### src/design/sfd_pkg.sv
// ----------------------------------------------------------------------------
// sfd_pkg
// Shared constants and types of the serial frame deframer.
// ----------------------------------------------------------------------------
`default_nettype none

package sfd_pkg;

    // default frame store depth
    localparam int BUF_DEPTH_DEF = 64;

    // widest fill count over the supported depth range (up to 256 entries)
    localparam int CNT_W_MAX = 9;

    // frame descriptor queue depth
    localparam int Q_DEPTH = 2;

    // frame bytes and offsets
    localparam logic [7:0] HDR_BYTE  = 8'hEF;
    localparam logic [7:0] TAIL_BYTE = 8'hFF;
    localparam int LEN_OFS  = 5;
    localparam int NODE_OFS = 6;
    localparam int DEV_OFS  = 7;
    localparam int PAY_OFS  = 8;

    // completed frame handed from front to back
    typedef struct packed {
        logic [7:0]           node;
        logic [7:0]           dev;
        logic [CNT_W_MAX-1:0] cnt;
    } t_frame_desc;

    // back status seen by the front, guards store writes
    typedef struct packed {
        logic                 busy;
        logic [CNT_W_MAX-1:0] rd_ptr;
    } t_back_stat;

endpackage

`default_nettype wire

### src/design/sfd_queue.sv
// ----------------------------------------------------------------------------
// sfd_queue
// Small fifo of completed frame descriptors between front and back.
// ----------------------------------------------------------------------------
`default_nettype none

module sfd_queue #(
    parameter int DEPTH = sfd_pkg::Q_DEPTH,
    localparam int PW = (DEPTH > 1) ? $clog2(DEPTH) : 1,
    localparam int NW = $clog2(DEPTH + 1)
) (
    input  wire logic                i_clk,
    input  wire logic                i_rst_n,
    input  wire logic                i_push,
    input  wire sfd_pkg::t_frame_desc i_desc,
    input  wire logic                i_pop,
    output sfd_pkg::t_frame_desc     o_desc,
    output logic                     o_full,
    output logic                     o_empty
);

    sfd_pkg::t_frame_desc r_entry [DEPTH];
    logic [PW-1:0] r_wr_ptr, n_wr_ptr;
    logic [PW-1:0] r_rd_ptr, n_rd_ptr;
    logic [NW-1:0] r_count, n_count;

    // pointer and occupancy update
    always_comb begin
        n_wr_ptr = r_wr_ptr;
        n_rd_ptr = r_rd_ptr;
        n_count  = r_count;
        if (i_push) begin
            n_wr_ptr = (r_wr_ptr == PW'(DEPTH - 1)) ? '0 : r_wr_ptr + PW'(1);
        end
        if (i_pop) begin
            n_rd_ptr = (r_rd_ptr == PW'(DEPTH - 1)) ? '0 : r_rd_ptr + PW'(1);
        end
        if (i_push && !i_pop) begin
            n_count = r_count + NW'(1);
        end else if (!i_push && i_pop) begin
            n_count = r_count - NW'(1);
        end
    end

    always_ff @(posedge i_clk) begin
        if (!i_rst_n) begin
            r_wr_ptr <= '0;
            r_rd_ptr <= '0;
            r_count  <= '0;
        end else begin
            r_wr_ptr <= n_wr_ptr;
            r_rd_ptr <= n_rd_ptr;
            r_count  <= n_count;
        end
    end

    // entry storage
    always_ff @(posedge i_clk) begin
        if (i_push) begin
            r_entry[r_wr_ptr] <= i_desc;
        end
    end

    assign o_desc  = r_entry[r_rd_ptr];
    assign o_full  = (r_count == NW'(DEPTH));
    assign o_empty = (r_count == '0);

endmodule

`default_nettype wire

### src/design/sfd_front.sv
// ----------------------------------------------------------------------------
// sfd_front
// Accepts received bytes, tracks the fill count, spots header restarts and
// frame tails, writes the frame store and queues completed frames.
// ----------------------------------------------------------------------------
`default_nettype none

module sfd_front #(
    parameter int BUF_DEPTH = sfd_pkg::BUF_DEPTH_DEF,
    localparam int IW = $clog2(BUF_DEPTH),
    localparam int CW = $clog2(BUF_DEPTH + 1)
) (
    input  wire logic                i_clk,
    input  wire logic                i_rst_n,
    input  wire logic                i_rx_valid,
    input  wire logic [7:0]          i_rx_byte,
    output logic                     o_rx_ready,
    input  wire logic                i_q_full,
    input  wire logic                i_q_empty,
    input  wire sfd_pkg::t_back_stat i_bstat,
    output logic                     o_push,
    output sfd_pkg::t_frame_desc     o_desc,
    output logic                     o_wr_en,
    output logic [IW-1:0]            o_wr_addr,
    output logic [7:0]               o_wr_data
);

    localparam int MW = sfd_pkg::CNT_W_MAX;

    logic [CW-1:0] r_cnt, n_cnt;
    logic [7:0]    r_prev, n_prev;
    logic [7:0]    r_len, n_len;
    logic [7:0]    r_node, n_node;
    logic [7:0]    r_dev, n_dev;

    logic [MW-1:0] cnt_ext;
    logic          below_guard;
    logic          accept;
    logic          is_restart;
    logic          is_tail;
    logic          at_end;

    // the next write lands at r_cnt; keep it below what the back still reads
    assign cnt_ext     = MW'(r_cnt);
    assign below_guard = i_q_empty ? (!i_bstat.busy || (cnt_ext < i_bstat.rd_ptr))
                                   : (cnt_ext < MW'(sfd_pkg::PAY_OFS));
    assign o_rx_ready  = !i_q_full && below_guard;
    assign accept      = i_rx_valid && o_rx_ready;

    // byte classification
    assign is_restart = (i_rx_byte == sfd_pkg::HDR_BYTE) && (r_cnt != '0)
                        && (r_prev == sfd_pkg::HDR_BYTE);
    assign is_tail    = (r_cnt > CW'(sfd_pkg::LEN_OFS))
                        && (i_rx_byte == sfd_pkg::TAIL_BYTE)
                        && ((cnt_ext + MW'(1)) == MW'(r_len));
    assign at_end     = (r_cnt == CW'(BUF_DEPTH));

    assign o_wr_addr = r_cnt[IW-1:0];

    // next state of the fill tracking
    always_comb begin
        n_cnt     = r_cnt;
        n_prev    = r_prev;
        n_len     = r_len;
        n_node    = r_node;
        n_dev     = r_dev;
        o_wr_en   = 1'b0;
        o_wr_data = i_rx_byte;
        o_push    = 1'b0;
        o_desc.node = (r_cnt == CW'(sfd_pkg::NODE_OFS)) ? sfd_pkg::TAIL_BYTE : r_node;
        o_desc.dev  = (r_cnt == CW'(sfd_pkg::DEV_OFS)) ? sfd_pkg::TAIL_BYTE : r_dev;
        o_desc.cnt  = cnt_ext;
        if (accept) begin
            if (is_restart) begin
                // header bytes at offsets 0 and 1 are never read back
                n_cnt  = CW'(2);
                n_prev = sfd_pkg::HDR_BYTE;
            end else if (is_tail) begin
                n_cnt = '0;
                if (!at_end) begin
                    o_wr_en   = 1'b1;
                    o_wr_data = sfd_pkg::TAIL_BYTE;
                    o_push    = 1'b1;
                    n_node    = o_desc.node;
                    n_dev     = o_desc.dev;
                end
            end else if (at_end) begin
                // overflow drops the partial frame
                n_cnt = '0;
            end else begin
                o_wr_en = 1'b1;
                n_cnt   = r_cnt + CW'(1);
                n_prev  = i_rx_byte;
                if (r_cnt == CW'(sfd_pkg::LEN_OFS)) begin
                    n_len = i_rx_byte;
                end
                if (r_cnt == CW'(sfd_pkg::NODE_OFS)) begin
                    n_node = i_rx_byte;
                end
                if (r_cnt == CW'(sfd_pkg::DEV_OFS)) begin
                    n_dev = i_rx_byte;
                end
            end
        end
    end

    always_ff @(posedge i_clk) begin
        if (!i_rst_n) begin
            r_cnt <= '0;
        end else begin
            r_cnt <= n_cnt;
        end
    end

    // shadow copies of single store offsets
    always_ff @(posedge i_clk) begin
        r_prev <= n_prev;
        r_len  <= n_len;
        r_node <= n_node;
        r_dev  <= n_dev;
    end

endmodule

`default_nettype wire

### src/design/sfd_store.sv
// ----------------------------------------------------------------------------
// sfd_store
// Frame store: one write port, one registered read port.
// ----------------------------------------------------------------------------
`default_nettype none

module sfd_store #(
    parameter int BUF_DEPTH = sfd_pkg::BUF_DEPTH_DEF,
    localparam int IW = $clog2(BUF_DEPTH)
) (
    input  wire logic          i_clk,
    input  wire logic          i_wr_en,
    input  wire logic [IW-1:0] i_wr_addr,
    input  wire logic [7:0]    i_wr_data,
    input  wire logic          i_rd_en,
    input  wire logic [IW-1:0] i_rd_addr,
    output logic [7:0]         o_rd_data
);

    logic [7:0] r_mem [BUF_DEPTH];

    always_ff @(posedge i_clk) begin
        if (i_wr_en) begin
            r_mem[i_wr_addr] <= i_wr_data;
        end
        if (i_rd_en) begin
            o_rd_data <= r_mem[i_rd_addr];
        end
    end

endmodule

`default_nettype wire

### src/design/sfd_back.sv
// ----------------------------------------------------------------------------
// sfd_back
// Takes completed frames from the queue, reads their payload out of the
// frame store and presents one result per payload byte, or one result with no payload for an empty frame.
// ----------------------------------------------------------------------------
`default_nettype none

module sfd_back #(
    parameter int BUF_DEPTH = sfd_pkg::BUF_DEPTH_DEF,
    localparam int IW = $clog2(BUF_DEPTH),
    localparam int CW = $clog2(BUF_DEPTH + 1)
) (
    input  wire logic                 i_clk,
    input  wire logic                 i_rst_n,
    input  wire logic                 i_q_empty,
    input  wire sfd_pkg::t_frame_desc i_desc,
    output logic                      o_pop,
    output sfd_pkg::t_back_stat       o_bstat,
    output logic                      o_rd_en,
    output logic [IW-1:0]             o_rd_addr,
    input  wire logic [7:0]           i_rd_data,
    output logic                      o_out_valid,
    input  wire logic                 i_out_ready,
    output logic [7:0]                o_node_id,
    output logic [7:0]                o_device_id,
    output logic [7:0]                o_payload_byte,
    output logic                      o_has_payload,
    output logic                      o_last
);

    localparam int MW = sfd_pkg::CNT_W_MAX;

    localparam logic [1:0] ST_IDLE = 2'd0;
    localparam logic [1:0] ST_READ = 2'd1;
    localparam logic [1:0] ST_LOAD = 2'd2;

    logic [1:0]    r_state, n_state;
    logic [IW-1:0] r_rd, n_rd;
    logic [CW-1:0] r_cnt, n_cnt;
    logic [7:0]    r_node, n_node;
    logic [7:0]    r_dev, n_dev;
    logic          r_empty, n_empty;

    logic          r_out_valid, n_out_valid;
    logic [7:0]    r_out_node, n_out_node;
    logic [7:0]    r_out_dev, n_out_dev;
    logic [7:0]    r_out_pay, n_out_pay;
    logic          r_out_has, n_out_has;
    logic          r_out_last, n_out_last;

    logic          slot_free;
    logic          is_last;

    assign slot_free = !r_out_valid || i_out_ready;
    assign is_last   = r_empty || ((CW'(r_rd) + CW'(1)) == r_cnt);

    assign o_rd_addr      = r_rd;
    assign o_bstat.busy   = (r_state != ST_IDLE) && !r_empty;
    assign o_bstat.rd_ptr = MW'(r_rd);

    // payload read sequencer and output register
    always_comb begin
        n_state     = r_state;
        n_rd        = r_rd;
        n_cnt       = r_cnt;
        n_node      = r_node;
        n_dev       = r_dev;
        n_empty     = r_empty;
        n_out_valid = r_out_valid && !i_out_ready;
        n_out_node  = r_out_node;
        n_out_dev   = r_out_dev;
        n_out_pay   = r_out_pay;
        n_out_has   = r_out_has;
        n_out_last  = r_out_last;
        o_pop       = 1'b0;
        o_rd_en     = 1'b0;
        unique case (r_state)
            ST_IDLE: begin
                if (!i_q_empty) begin
                    o_pop   = 1'b1;
                    n_node  = i_desc.node;
                    n_dev   = i_desc.dev;
                    n_cnt   = i_desc.cnt[CW-1:0];
                    n_rd    = IW'(sfd_pkg::PAY_OFS);
                    n_empty = (i_desc.cnt <= MW'(sfd_pkg::PAY_OFS));
                    n_state = n_empty ? ST_LOAD : ST_READ;
                end
            end
            ST_READ: begin
                o_rd_en = 1'b1;
                n_state = ST_LOAD;
            end
            ST_LOAD: begin
                if (slot_free) begin
                    n_out_valid = 1'b1;
                    n_out_node  = r_node;
                    n_out_dev   = r_dev;
                    n_out_pay   = r_empty ? 8'h00 : i_rd_data;
                    n_out_has   = !r_empty;
                    n_out_last  = is_last;
                    if (is_last) begin
                        n_state = ST_IDLE;
                    end else begin
                        n_rd    = r_rd + IW'(1);
                        n_state = ST_READ;
                    end
                end
            end
            default: begin
                n_state = ST_IDLE;
            end
        endcase
    end

    always_ff @(posedge i_clk) begin
        if (!i_rst_n) begin
            r_state     <= ST_IDLE;
            r_out_valid <= 1'b0;
        end else begin
            r_state     <= n_state;
            r_out_valid <= n_out_valid;
        end
    end

    // frame context and result payload
    always_ff @(posedge i_clk) begin
        r_rd       <= n_rd;
        r_cnt      <= n_cnt;
        r_node     <= n_node;
        r_dev      <= n_dev;
        r_empty    <= n_empty;
        r_out_node <= n_out_node;
        r_out_dev  <= n_out_dev;
        r_out_pay  <= n_out_pay;
        r_out_has  <= n_out_has;
        r_out_last <= n_out_last;
    end

    assign o_out_valid    = r_out_valid;
    assign o_node_id      = r_out_node;
    assign o_device_id    = r_out_dev;
    assign o_payload_byte = r_out_pay;
    assign o_has_payload  = r_out_has;
    assign o_last         = r_out_last;

endmodule

`default_nettype wire

### src/design/serial_frame_deframer.sv
// With the back idle, a completed frame passes the queue and the back's ST_READ and
// ST_LOAD states into the output register; a frame with no payload skips ST_READ.
// The back reads each payload byte through the store's single read port in ST_READ
// and loads it in ST_LOAD before the next read; a stalled output holds it there.
// Input ready drops while the queue is full or the next store write would hit
// payload the back has not yet read. Reset clears the fill count, the queue and
// the output; the frame store keeps its contents and needs no clearing.
// ----------------------------------------------------------------------------
// serial_frame_deframer
// Collects received bytes into frames and emits node, device and payload.
// ----------------------------------------------------------------------------
`default_nettype none

module serial_frame_deframer #(
    parameter int BUF_DEPTH = sfd_pkg::BUF_DEPTH_DEF,
    localparam int IW = $clog2(BUF_DEPTH)
) (
    input  wire logic       i_clk,
    input  wire logic       i_rst_n,
    input  wire logic       i_rx_valid,
    output logic            o_rx_ready,
    input  wire logic [7:0] i_rx_byte,
    output logic            o_out_valid,
    input  wire logic       i_out_ready,
    output logic [7:0]      o_node_id,
    output logic [7:0]      o_device_id,
    output logic [7:0]      o_payload_byte,
    output logic            o_has_payload,
    output logic            o_last
);

    sfd_pkg::t_frame_desc push_desc;
    sfd_pkg::t_frame_desc head_desc;
    sfd_pkg::t_back_stat  bstat;
    logic                 push;
    logic                 pop;
    logic                 q_full;
    logic                 q_empty;
    logic                 wr_en;
    logic [IW-1:0]        wr_addr;
    logic [7:0]           wr_data;
    logic                 rd_en;
    logic [IW-1:0]        rd_addr;
    logic [7:0]           rd_data;

    // byte intake and classification
    sfd_front #(.BUF_DEPTH(BUF_DEPTH)) u_front (
        .i_clk      (i_clk),
        .i_rst_n    (i_rst_n),
        .i_rx_valid (i_rx_valid),
        .i_rx_byte  (i_rx_byte),
        .o_rx_ready (o_rx_ready),
        .i_q_full   (q_full),
        .i_q_empty  (q_empty),
        .i_bstat    (bstat),
        .o_push     (push),
        .o_desc     (push_desc),
        .o_wr_en    (wr_en),
        .o_wr_addr  (wr_addr),
        .o_wr_data  (wr_data)
    );

    // completed frames waiting for the back
    sfd_queue #(.DEPTH(sfd_pkg::Q_DEPTH)) u_queue (
        .i_clk   (i_clk),
        .i_rst_n (i_rst_n),
        .i_push  (push),
        .i_desc  (push_desc),
        .i_pop   (pop),
        .o_desc  (head_desc),
        .o_full  (q_full),
        .o_empty (q_empty)
    );

    // frame store
    sfd_store #(.BUF_DEPTH(BUF_DEPTH)) u_store (
        .i_clk     (i_clk),
        .i_wr_en   (wr_en),
        .i_wr_addr (wr_addr),
        .i_wr_data (wr_data),
        .i_rd_en   (rd_en),
        .i_rd_addr (rd_addr),
        .o_rd_data (rd_data)
    );

    // payload emission
    sfd_back #(.BUF_DEPTH(BUF_DEPTH)) u_back (
        .i_clk          (i_clk),
        .i_rst_n        (i_rst_n),
        .i_q_empty      (q_empty),
        .i_desc         (head_desc),
        .o_pop          (pop),
        .o_bstat        (bstat),
        .o_rd_en        (rd_en),
        .o_rd_addr      (rd_addr),
        .i_rd_data      (rd_data),
        .o_out_valid    (o_out_valid),
        .i_out_ready    (i_out_ready),
        .o_node_id      (o_node_id),
        .o_device_id    (o_device_id),
        .o_payload_byte (o_payload_byte),
        .o_has_payload  (o_has_payload),
        .o_last         (o_last)
    );

endmodule

`default_nettype wire

### config.mk
export PLATFORM = sky130hd
export DESIGN_NAME = serial_frame_deframer
export DESIGN_NICKNAME = d
export VERILOG_FILES = /design/src/design/sfd_pkg.sv /design/src/design/sfd_queue.sv /design/src/design/sfd_front.sv /design/src/design/sfd_store.sv /design/src/design/sfd_back.sv /design/src/design/serial_frame_deframer.sv
export SDC_FILE = /design/constraint.sdc
export NUM_CORES = 1
export LEC_CHECK = 0
export BUFFER_PORTS_ARGS = -buffer_cell sky130_fd_sc_hd__buf_4
export CORE_MARGIN = 2
export CORE_UTILIZATION = 40
export CTS_BUF_LIST = sky130_fd_sc_hd__clkbuf_16
export DETAILED_ROUTE_END_ITERATION = 8
export MAX_ROUTING_LAYER = met4
export SLEW_MARGIN = 30
export SYNTH_ARGS = -nofsm -noshare
export SYNTH_HDL_FRONTEND = slang
export SYNTH_SLANG_ARGS = --single-unit
### constraint.sdc
create_clock -name i_clk -period 5.7 [get_ports i_clk]
set_input_delay 0 -clock i_clk [delete_from_list [all_inputs] [get_ports i_clk]]
set_output_delay 0 -clock i_clk [all_outputs]
set_load 0.02 [all_outputs]
==> tab_implementation.tex <==
\begin{tabular}{lr}
\hline
Metric & Value \\
\hline
\multicolumn{2}{l}{\textbf{Clock tree}} \\
Resize count post-CTS & 0 \\
Register clock-pin slew on the reported worst setup and hold paths & 0.07 ns \\
Number of buffers inserted during clock tree synthesis & 66 \\
Worst-case clock buffer depth & 3 \\
Setup fix buffers added after clock tree synthesis & 0 \\
CTS tree & done \\
Number of sinks handled by clock tree synthesis & 669 \\
\# hold bufs at CTS & 5 \\
Maximum level of the CTS H-tree & 3 \\
Root buffer cell & clkbuf\_16 \\
Worst-Skew Late Latency & 0.61 ns \\
\multicolumn{2}{l}{\textbf{Critical path}} \\
Data required time at the worst endpoint & 5.92 ns \\
Nature of the critical path startpoint & register \\
CP cell instances & inv\_1, ha\_1, a21o\_1, nand2\_1, o311a\_1, nor2\_1, nor3\_1, nand4\_1, nor2\_1 \\
Slowest stage delay, CP & 0.85 ns \\
Cell with the largest stage delay on the worst path & nor2\_1 \\
Critical path class & register to register \\
Reg2reg end & u\_store.r\_mem[62][1]\$\_DFFE\_PP\_ \\
Count of buffer and inverter cells on the critical path & 1 \\
Data arrival time at the worst-slack endpoint & 4.46 ns \\
Critical Path Most Common Cell & nor2\_1 \\
Type of element capturing the critical path & register \\
Kind of cell with the highest combined delay on the critical path & simple AND/OR/NAND/NOR gates \\
Number of stages on the worst setup path & 9 \\
R2R Setup Slk & 1.47 ns \\
Register-to-Register Path Depth & 9 \\
Startpoint of the worst register-to-register path & u\_back.o\_rd\_addr[4]\$\_SDFFCE\_PN0P\_ \\
CP startpoint & u\_back.o\_rd\_addr[4]\$\_SDFFCE\_PN0P\_ \\
Crit path max fanout & 13 \\
\multicolumn{2}{l}{\textbf{Timing}} \\
Final Max Tran Viols & 0 \\
Period Utilization, post-route & 74.2\% \\
Worst clock skew & 0.0372 ns \\
Accumulated negative setup slack & 0 ns \\
Number of endpoints with negative hold slack in the final report & 0 \\
Total setup violations reported at the end of the flow & 0 \\
Time the final worst path needs with I/O delays and setup & 4.23 ns \\
Max\_slew headroom & 36.1\% \\
Actual transition at the worst max-transition pin & 0.959 ns \\
Worst setup slack after layout & 1.47 ns \\
Unrepaired setup endpoints after global routing & no \\
Highest Clock Rate & 236 MHz \\
\multicolumn{2}{l}{\textbf{Final layout}} \\
Fin nets & 1474 \\
Fill cells & 5469 \\
Area growth from synthesis to layout & 12.4\% \\
Multi-input combinational cell area & 5970 µm² \\
Area occupied by registers & 19900 µm² \\
Share of final-layout standard cells stronger than drive strength 1 & 19.4\% \\
\multicolumn{2}{l}{\textbf{Yosys}} \\
Count of flip-flops with a built-in enable after synthesis & 654 \\
Syn\_area\_per\_cell & 18.8 µm² \\
Netlist area before placement & 26400 µm² \\
Top cells by area, synth & edfxtp\_1 74\%, mux4\_2 8.6\%, mux2i\_1 3.1\% \\
Largest area contributor in the netlist & edfxtp\_1 \\
Total nets after synthesis & 1429 \\
Share of Yosys cell area claimed by the top area cell type & 74.4\% \\
Synth cell count leaders & 654 x edfxtp\_1, 102 x nor2\_1, 101 x mux4\_2 \\
Share of flip-flops with an asynchronous set or reset after synthesis & 0\% \\
Dominant register cell in the synthesized netlist & edfxtp\_1 \\
Synth warnings & 0 \\
Syn Inst Count & 1406 \\
Cell with the most instances after synthesis & edfxtp\_1 \\
Number of distinct library cells after synthesis & 53 \\
Seq cells post-synth & 669 \\
Part of the Yosys area used for sequential elements & 75.6\% \\
\multicolumn{2}{l}{\textbf{Power and ir drop}} \\
Maximum ir drop on the vdd rail & 0.220 mV \\
Share of total power in the clock network & 31.9\% \\
Proportion of power drawn by flip-flops and latches & 44.9\% \\
Sw Pwr & 3.69 mW \\
Switching Fraction & 28.6\% \\
P\_leak & 9.47 nW \\
Power density cells & 436 nW/µm² \\
Logic gate share of total power & 23.2\% \\
Internal & 9.24 mW \\
\multicolumn{2}{l}{\textbf{Worst hold path}} \\
Worst hold path depth & 1 \\
Worst min-delay path class & primary input to register \\
Hold Crit Endpoint & u\_store.r\_mem[32][1]\$\_DFFE\_PP\_ \\
Worst hold start & i\_rx\_byte[1] \\
\multicolumn{2}{l}{\textbf{Floorplanning}} \\
Chip Height & 261 µm \\
Area of the die & 68000 µm² \\
Top-level port count & 40 \\
Die Width & 261 µm \\
Number of cell rows & 94 \\
Initial standard-cell utilization of the core & 40.3\% \\
Floorplan Core Area & 65500 µm² \\
\multicolumn{2}{l}{\textbf{Route}} \\
Drt first-iter violations & 1362 \\
Post-Route WL & 59700 µm \\
Vias & 13200 \\
Via-per-instance ratio & 5.58 \\
Iteration count of the initial detailed-routing pass & 7 \\
Residual antenna-violating net count after detailed routing & 0 \\
Mean routed wirelength per cell & 25.2 µm \\
Drt drc & 0 \\
\multicolumn{2}{l}{\textbf{Global routing}} \\
Remaining global-route overflow & 0 \\
GRT Util Overall & 18.2\% \\
Via count of the first global-routing pass & 13100 \\
Number of antenna violations at the first check in global routing & 1 \\
Wire length of the first global-routing pass & 87900 µm \\
Largest net degree at the start of global routing & 72 \\
\multicolumn{2}{l}{\textbf{Place}} \\
Sum of net half-perimeters after detailed placement & 36000 µm \\
Routability Congestion & 0.895 \\
Number of port buffers & 39 \\
Pre-CTS WS & 1.51 ns \\
\multicolumn{2}{l}{\textbf{Job}} \\
Reported max-cap violation count & 0 \\
\multicolumn{2}{l}{\textbf{Run status}} \\
Result of the run & completed \\
\hline
\end{tabular}
-- flip-flops by register name, summed over array words and instances, names as in the netlist, 2 cells and up, named ones only --
| signal | flops |
|---|---|
| u_store.r_mem | 512 |
| u_queue.r_entry | 46 |
| u_back.o_device_id | 8 |
| u_back.o_node_id | 8 |
| u_back.o_payload_byte | 8 |
| u_back.r_dev | 8 |
| u_back.r_node | 8 |
| u_front.r_dev | 8 |
| u_front.r_len | 8 |
| u_front.r_node | 8 |
| u_front.r_prev | 8 |
| u_store.o_rd_data | 8 |
| u_back.r_cnt | 7 |
| u_front.r_cnt | 7 |
| u_back.o_rd_addr | 6 |
| u_back.r_state | 2 |
| u_queue.r_count | 2 |
-- per-layer routing --
| layer | track usage [%] | vias up | wire (µm) |
|---|---|---|---|
| met1 | 25.1 | 6897 | 26300 |
| met4 | 5.56 | 0 | 1280 |
| met5 | - | - | 0 |
| met2 | 27.8 | 473 | 28500 |
| li1 | - | 5762 | - |
| met3 | 2.99 | 82 | 3580 |
-- through the flow --
| stage | hold slack, ns | std cells | cell area (µm²) | power, mW | utilization [%] |
|---|---|---|---|---|---|
| after floorplan | 0.0989 | 1406 | 26400 | 7.97 | - |
| after global placement | 0.263 | 2240 | 27500 | 8.88 | 42.0 |
| after detailed placement | 0.262 | 2240 | 27500 | 8.91 | 42.0 |
| after CTS | 0.0785 | 2364 | 29600 | 13.0 | 45.2 |
| after global routing | 0.0672 | 2367 | 29600 | 13.4 | 45.3 |
| final | 0.0265 | 2367 | 29600 | 12.9 | 45.3 |
-- layout make-up --
type	count	share of cell area (%)
diodes	1	0.00844
clock inverters	48	0.933
flip-flops and latches	669	67.3
multi-input cells	635	20.1
clock buffers	71	5.99
inverters	14	0.177
repair buffers	65	1.85
well taps	864	3.65
-- cell families (layout without fill, tap and decap cells) --
logic type / after synthesis / after routing / synth area share [%]
xor gates and xnor gates: 23 / 23 / 0.764
and+or+nand+nor: 266 / 266 / 4.97
DFF: 669 / 669 / 75.6
AOI/OAI and AO/OA: 130 / 130 / 3.68
other: 0 / 1 / 0
muxes: 205 / 205 / 12.7
buffers and inverters: 102 / 198 / 1.81
adders and majority gates: 11 / 11 / 0.522
-- power groups by stage --
stage	logic [mW]	registers (mW)	clock network [mW]
floorplan	2.10	5.87	0
global placement	2.98	5.90	0
detailed placement	3.00	5.91	0
CTS	3.01	5.80	4.20
global route	3.17	5.82	4.41
finish	3.00	5.80	4.13
-- worst max-delay path by stage --
| stage | to | slack (ns) |
|---|---|---|
| floorplan | u_queue.r_entry[0][0]$_DFFE_PP_ | 1.84 |
| finish | u_store.r_mem[62][1]$_DFFE_PP_ | 1.47 |
| detailed placement | u_store.r_mem[62][1]$_DFFE_PP_ | 1.51 |
| global route | u_store.r_mem[62][1]$_DFFE_PP_ | 1.21 |
| global placement | u_store.r_mem[6][3]$_DFFE_PP_ | 1.65 |
| CTS | u_store.r_mem[62][3]$_DFFE_PP_ | 1.48 |
-- layout by cell type (no fill, tap or decap), drive strengths merged, types with 8 or more instances in the layout --
cell    instances
nor3           32
edfxtp        654
dfxtp          15
o22ai          15
clkinv         27
buf            59
nor2          102
o21ai           8
nand2b         20
o21a           16
xnor2          13
o221ai         42
ha             11
nand4          10
nand2          33
and3            9
a21oi          19
mux2i          81
inv            30
xor2           10
clkbuf         71
mux4          101
nor2b          12
nand3          19
mux2           23
(Power assumes the default switching activity.)
